**config.mk**
```make
export PLATFORM = sky130hd
export DESIGN_NAME = nsfc_framer
export DESIGN_NICKNAME = d
export VERILOG_FILES = /design/src/rtl/nsfc_pkg.sv /design/src/rtl/nsfc_framer.sv
export SDC_FILE = /design/constraint.sdc
export NUM_CORES = 1
export LEC_CHECK = 0
export BUFFER_PORTS_ARGS = -buffer_cell sky130_fd_sc_hd__buf_2
export CORE_UTILIZATION = 56
export DETAILED_ROUTE_END_ITERATION = 7
export MAX_ROUTING_LAYER = met4
export PLACE_DENSITY = 0.92
export SKIP_LAST_GASP = 1
export SYNTH_ARGS = -nofsm -noshare
export SYNTH_HDL_FRONTEND = slang
export SYNTH_SLANG_ARGS = --single-unit
```
**constraint.sdc**
```tcl
create_clock -name clk -period 4.06 [get_ports clk]
set_input_delay 0.406 -clock clk [delete_from_list [all_inputs] [get_ports clk]]
set_output_delay 0.406 -clock clk [all_outputs]
set_load 0.03 [all_outputs]
```
**src/rtl/nsfc_pkg.sv**
```systemverilog
package nsfc_pkg;

    // Character codes recognized by the framer
    localparam logic [7:0] CHAR_DOLLAR  = 8'h24;
    localparam logic [7:0] CHAR_STAR    = 8'h2A;
    localparam logic [7:0] CHAR_NEWLINE = 8'h0A;

    // Register reset value
    localparam logic [7:0] MAX_FRAME_LEN_RESET = 8'd100;

    // Bytes allowed after the checksum before the newline
    localparam logic [7:0] END_SLACK = 8'd2;

    // Frame status codes
    localparam logic [2:0] STATUS_NONE     = 3'd0;
    localparam logic [2:0] STATUS_VALID    = 3'd1;
    localparam logic [2:0] STATUS_MISMATCH = 3'd2;
    localparam logic [2:0] STATUS_TOO_LONG = 3'd3;
    localparam logic [2:0] STATUS_ABORTED  = 3'd4;

    typedef struct packed {
        logic [7:0] data_byte;
        logic       in_frame;
        logic       sentence_end;
        logic [2:0] frame_status;
        logic [7:0] frame_length;
        logic [7:0] computed_check;
        logic [7:0] received_check;
    } nsfc_result_t;

endpackage

```
**src/rtl/nsfc_framer.sv**
```systemverilog
module nsfc_framer
    import nsfc_pkg::*;
(
    input  logic         clk,
    input  logic         rst_n,
    input  logic         in_fire,
    input  logic [7:0]   rx_byte,
    input  logic [7:0]   max_frame_len,
    output nsfc_result_t result
);

    typedef enum logic [2:0] {
        PH_SEEK = 3'd0,
        PH_STAR = 3'd1,
        PH_HI   = 3'd2,
        PH_LO   = 3'd3,
        PH_END  = 3'd4
    } phase_t;

    phase_t     phase_reg, phase_next;
    logic [7:0] xor_reg, xor_next;
    logic [7:0] check_reg, check_next;
    logic [7:0] search_reg, search_next;
    logic [7:0] length_reg, length_next;
    logic [7:0] length_bumped;
    logic [7:0] search_inc;
    logic [3:0] nibble;

    // Map one checksum character to its nibble
    function automatic logic [3:0] hex_nibble(input logic [7:0] c);
        logic [3:0] n;
        case (c) inside
            [8'h00:8'h2F]: n = 4'd0;
            [8'h30:8'h39]: n = c[3:0];
            [8'h41:8'h46]: n = 4'(c[3:0] + 4'd9);
            [8'h61:8'h66]: n = 4'(c[3:0] + 4'd9);
            default:       n = 4'd15;
        endcase
        return n;
    endfunction

    assign length_bumped = (length_reg == 8'hFF) ? length_reg : 8'(length_reg + 8'd1);
    assign search_inc    = 8'(search_reg + 8'd1);
    assign nibble        = hex_nibble(rx_byte);

    always_comb
    begin
        phase_next  = phase_reg;
        xor_next    = xor_reg;
        check_next  = check_reg;
        search_next = search_reg;
        length_next = length_reg;

        result                = '0;
        result.data_byte      = rx_byte;

        case (phase_reg)
            PH_SEEK:
            begin
                if (rx_byte == CHAR_DOLLAR)
                begin
                    result.in_frame = 1'b1;
                    xor_next        = '0;
                    search_next     = '0;
                    length_next     = 8'd1;
                    phase_next      = PH_STAR;
                end
            end
            PH_STAR:
            begin
                result.in_frame = 1'b1;
                if (rx_byte == CHAR_STAR)
                begin
                    length_next = length_bumped;
                    phase_next  = PH_HI;
                end
                else if (rx_byte == CHAR_DOLLAR)
                begin
                    // restart on a fresh start character
                    xor_next    = '0;
                    search_next = '0;
                    length_next = 8'd1;
                end
                else
                begin
                    length_next = length_bumped;
                    xor_next    = xor_reg ^ rx_byte;
                    search_next = search_inc;
                    if (search_inc >= max_frame_len)
                    begin
                        result.frame_status = STATUS_ABORTED;
                        phase_next          = PH_SEEK;
                    end
                end
            end
            PH_HI:
            begin
                result.in_frame = 1'b1;
                length_next     = length_bumped;
                check_next      = {nibble, 4'h0};
                phase_next      = PH_LO;
            end
            PH_LO:
            begin
                result.in_frame = 1'b1;
                length_next     = length_bumped;
                check_next      = check_reg | {4'h0, nibble};
                search_next     = '0;
                phase_next      = PH_END;
            end
            PH_END:
            begin
                result.in_frame = 1'b1;
                length_next     = length_bumped;
                if (rx_byte == CHAR_NEWLINE)
                begin
                    result.sentence_end   = 1'b1;
                    result.frame_length   = length_bumped;
                    result.computed_check = xor_reg;
                    result.received_check = check_reg;
                    if (length_bumped > max_frame_len)
                        result.frame_status = STATUS_TOO_LONG;
                    else if (xor_reg == check_reg)
                        result.frame_status = STATUS_VALID;
                    else
                        result.frame_status = STATUS_MISMATCH;
                    phase_next = PH_SEEK;
                end
                else
                begin
                    search_next = search_inc;
                    if (search_inc > END_SLACK)
                    begin
                        result.frame_status = STATUS_ABORTED;
                        phase_next          = PH_SEEK;
                    end
                end
            end
            default:
            begin
                phase_next = PH_SEEK;
            end
        endcase
    end

    always_ff @(posedge clk or negedge rst_n)
    begin
        if (!rst_n)
        begin
            phase_reg  <= PH_SEEK;
            xor_reg    <= '0;
            check_reg  <= '0;
            search_reg <= '0;
            length_reg <= '0;
        end
        else if (in_fire)
        begin
            phase_reg  <= phase_next;
            xor_reg    <= xor_next;
            check_reg  <= check_next;
            search_reg <= search_next;
            length_reg <= length_next;
        end
    end

    a_end_in_frame: assert property (@(posedge clk) disable iff (!rst_n)
        result.sentence_end |-> result.in_frame)
        else $error("frame end outside a frame");

    a_end_fields_zero: assert property (@(posedge clk) disable iff (!rst_n)
        !result.sentence_end |-> (result.frame_length == 8'd0
                                  && result.computed_check == 8'd0
                                  && result.received_check == 8'd0))
        else $error("end fields set without frame end");

    a_end_returns_seek: assert property (@(posedge clk) disable iff (!rst_n)
        (in_fire && result.frame_status != STATUS_NONE) |=> phase_reg == PH_SEEK)
        else $error("framer did not return to seek after a status");

    a_abort_not_end: assert property (@(posedge clk) disable iff (!rst_n)
        (result.frame_status == STATUS_ABORTED) |-> !result.sentence_end)
        else $error("aborted frame flagged as end");

endmodule

```
==> results by group <==
Logic synthesis
  • Top_reg_cell synth: dfrtp_1
  • Netlist cell types: 61
  • Avg Inst Size Synth: 8.25 µm²
  • Synthesized area: 2940 µm²
  • Mapped Cells: 357
  • Count leader, synth: dfrtp_1
  • Register bit total from synthesis: 35
  • Post-synth EDFFs: 0
  • Top post-synthesis cells by area: dfrtp_1 (30%), ha_1 (9.8%), o21ai_0 (5.4%), and2_1 (4.5%), nand2_1 (4.3%)
  • Top post-synthesis cells by count: dfrtp_1 (35), nand2_1 (34), nor2_1 (34)
  • Area leader, netlist: dfrtp_1
  • Seq/Total Area, Yosys: 0.297
  • Total of warnings raised by yosys: 0
  • Top cell type's share of synthesized area: 0.297
  • Asr flop ratio synth: 1.00
  • Synth Net Count: 399

Timing
  • Sum Neg Setup Slack: 0 ns
  • Clock skew: 0.00580 ns
  • Relative slew slack: 0.472
  • Worst-Margin Slew: 0.792 ns
  • Final period util: 0.906
  • Fin. max-slew vios: 0
  • Final setup viols: 0
  • Fin crit period: 3.68 ns
  • Final Hold Viols: 0
  • FMAX: 272 MHz
  • Unrepaired setup endpoints after global routing: no

Clock tree
  • Maximum clock path buffer count: 2
  • H-tree levels: 2
  • CTS root buf: clkbuf_8
  • Clk sink count: 35
  • Worst-path clk slew: 0.07 ns
  • TritonCTS buffer count: 5
  • Clock latency on the worst-skew pair: 0.30 ns
  • TritonCTS clock tree: yes

Floorplan
  • Die Width: 74.5 µm
  • Die height: 74.5 µm
  • Rows: 26
  • Die Footprint: 5550 µm²
  • Initial core utilization: 0.580
  • Core area: 5070 µm²
  • # IOs: 56

Global routing
  • Gr usage total: 0.278
  • Initial antenna violation count: 0
  • Via count of the first global-routing pass: 2455
  • Grt total ovfl: 0
  • First-pass GRT wire length: 11.4 mm
  • Largest net degree at the start of global routing: 36

Setup path
  • R2R cell count: 10
  • Worst Setup EP: result[24]
  • CP Class: reg2out
  • Max incr delay on CP: 0.44 ns
  • Slowest cell on the critical path: dfrtp_1
  • Critical Path RT: 3.65 ns
  • Worst reg2reg startpoint: search_reg[0]
  • Crit end category: output pin
  • CP Data Arrival Time: 3.27 ns
  • FF-to-FF setup slack: 1.01 ns
  • CP Max Fanout: 8
  • Crit-path cells: ha_1 -> and3_1 -> and2_1 -> nand4_1 -> buf_4 -> mux2_2 -> ha_1 -> nor2b_1 -> o21ai_0 -> nand2b_1 -> a21oi_1 -> o31a_1 -> a21oi_1 -> buf_2
  • Origin of the worst setup path: length_reg[0]
  • Reg2reg end: phase_reg[0]
  • Worst setup SP type: flip-flop

Placed design
  • GP Congestion: 0.900
  • Port Buffer Count: 55
  • Placed cell count: 462
  • Post-DP HPWL: 5.35 mm

Cells and area
  • Area of the multi-input gates: 1880 µm²
  • Final #Nets: 443
  • Share of layout cells above drive strength 1: 0.197
  • Register Area: 876 µm²
  • Area Overhead vs Synth: 11.9%
  • Fill cells: 431
  • Non-Filler Instances: 472
  • Final core occ: 0.649
  • Number of diodes: 0

Route
  • First-iteration detailed-routing DRC count: 161
  • Total routed wirelength: 7.32 mm
  • DR vias/cell: 5.83
  • Post-DRT Antenna Nets: 0
  • First-pass iteration count of the detailed router: 4
  • Via Count: 2754
  • Residual DRC: 0
  • Post-DR wirelength/cell: 15.5 µm

Pwr
  • Peak supply drop: 0.225 mV
  • P per Cell Area: 453 nW/µm²
  • LEAKAGE: 0.00171 µW

Job
  • Maxcap violations: 0

Run status
  • Status: finished, final reports clean

Min path
  • Hold Path Class: in2async
==> routing by layer <==
metal / vias to the layer above / track usage / wire length [µm]
met1: 1299 / 0.327 / 3110
li1: 1336 / - / -
met5: - / - / 0
met4: 0 / 0.113 / 147
met2: 105 / 0.474 / 3670
met3: 14 / 0.0420 / 390
==> critical path, delay by kind of cell, from the launching register on <==
kind / cells / cell delay [ns]
compound gates: 4 / 0.57
simple gates: 5 / 0.67
fa+ha+maj: 2 / 0.56
buf+inv: 2 / 0.39
flops: 1 / 0.44
mux: 1 / 0.36
==> how the worst min path moves through the flow <==
stage | from | endpoint | slack (ns) | depth (start not counted)
2_1_floorplan | rst_n | check_reg[0] | 0.11 | 0
3_3_place_gp | xor_reg[7] | xor_reg[7] | 0.51 | 1
3_5_place_dp | check_reg[5] | check_reg[5] | 0.52 | 2
4_1_cts | rst_n | search_reg[7] | 0.22 | 1
5_1_grt | rst_n | search_reg[7] | 0.27 | 1
6_report | rst_n | search_reg[7] | 0.19 | 1
==> kinds of logic after synthesis <==
group	count (synthesis)	share of synthesized area
AO/OA/AOI/OAI	84	0.184
XOR/XNOR	20	0.0595
adder cells (fa/ha/maj)	23	0.0977
buffers and inverters	40	0.0637
flip-flops	35	0.297
multiplexers	7	0.0246
AND/OR/NAND/NOR	148	0.272
==> cells in the final DEF (no fill, tap or decap), types with 3 or more instances in the layout <==
cell      instances
inv_1            20
nand4_1           5
a31oi_1           5
nand3_1          14
xnor2_1           8
a21oi_1          14
xor2_1           12
nand2_1          34
a22o_1            3
nor2_1           34
buf_2            55
o21ai_0          32
o31ai_1           5
nor2b_1           5
o21a_1            3
nor3_1            5
and2_1           21
ha_1             23
nand2b_1          5
mux2i_1           5
dfrtp_1          35
a21o_1            4
clkbuf_8          5
or3_1             3
==> area by class of cell <==
cell class,count,share of cell area
repair buffers,57,0.0881
flip-flops and latches,35,0.266
clock buffers,6,0.0220
well taps,70,0.0266
multi-input cells,282,0.571
inverters,20,0.0228
clock inverters,2,0.00380
==> report_power, final <==
group / switching [µW] / leakage, µW / total, µW / internal [µW]
combinational: 380 / 0.00120 / 665 / 285
clock: 139 / 0.0000412 / 259 / 120
sequential: 140 / 0.000469 / 568 / 428
total: 659 / 0.00171 / 1490 / 833
==> timing repair <==
action / in CTS / in global routing
endpoints found under the setup margin: 0 / 2
buffers inserted: 0 / 2
hold buffers: 0 / 0
endpoints found under the hold margin: 0 / 0
gates resized for setup: 0 / 0
==> through the flow <==
stage               total power (µW)  hold slack [ns]  worst slack (ns)  area, µm²
detailed placement              1220            0.517             0.597       3190
floorplan                       1050            0.110             0.704       2940
global placement                1180            0.506             0.760       3190
CTS                             1480            0.223             0.283       3280
finish                          1490            0.186             0.380       3290
global route                    1600            0.269             0.133       3290
Power figures use the tool's default switching activity.
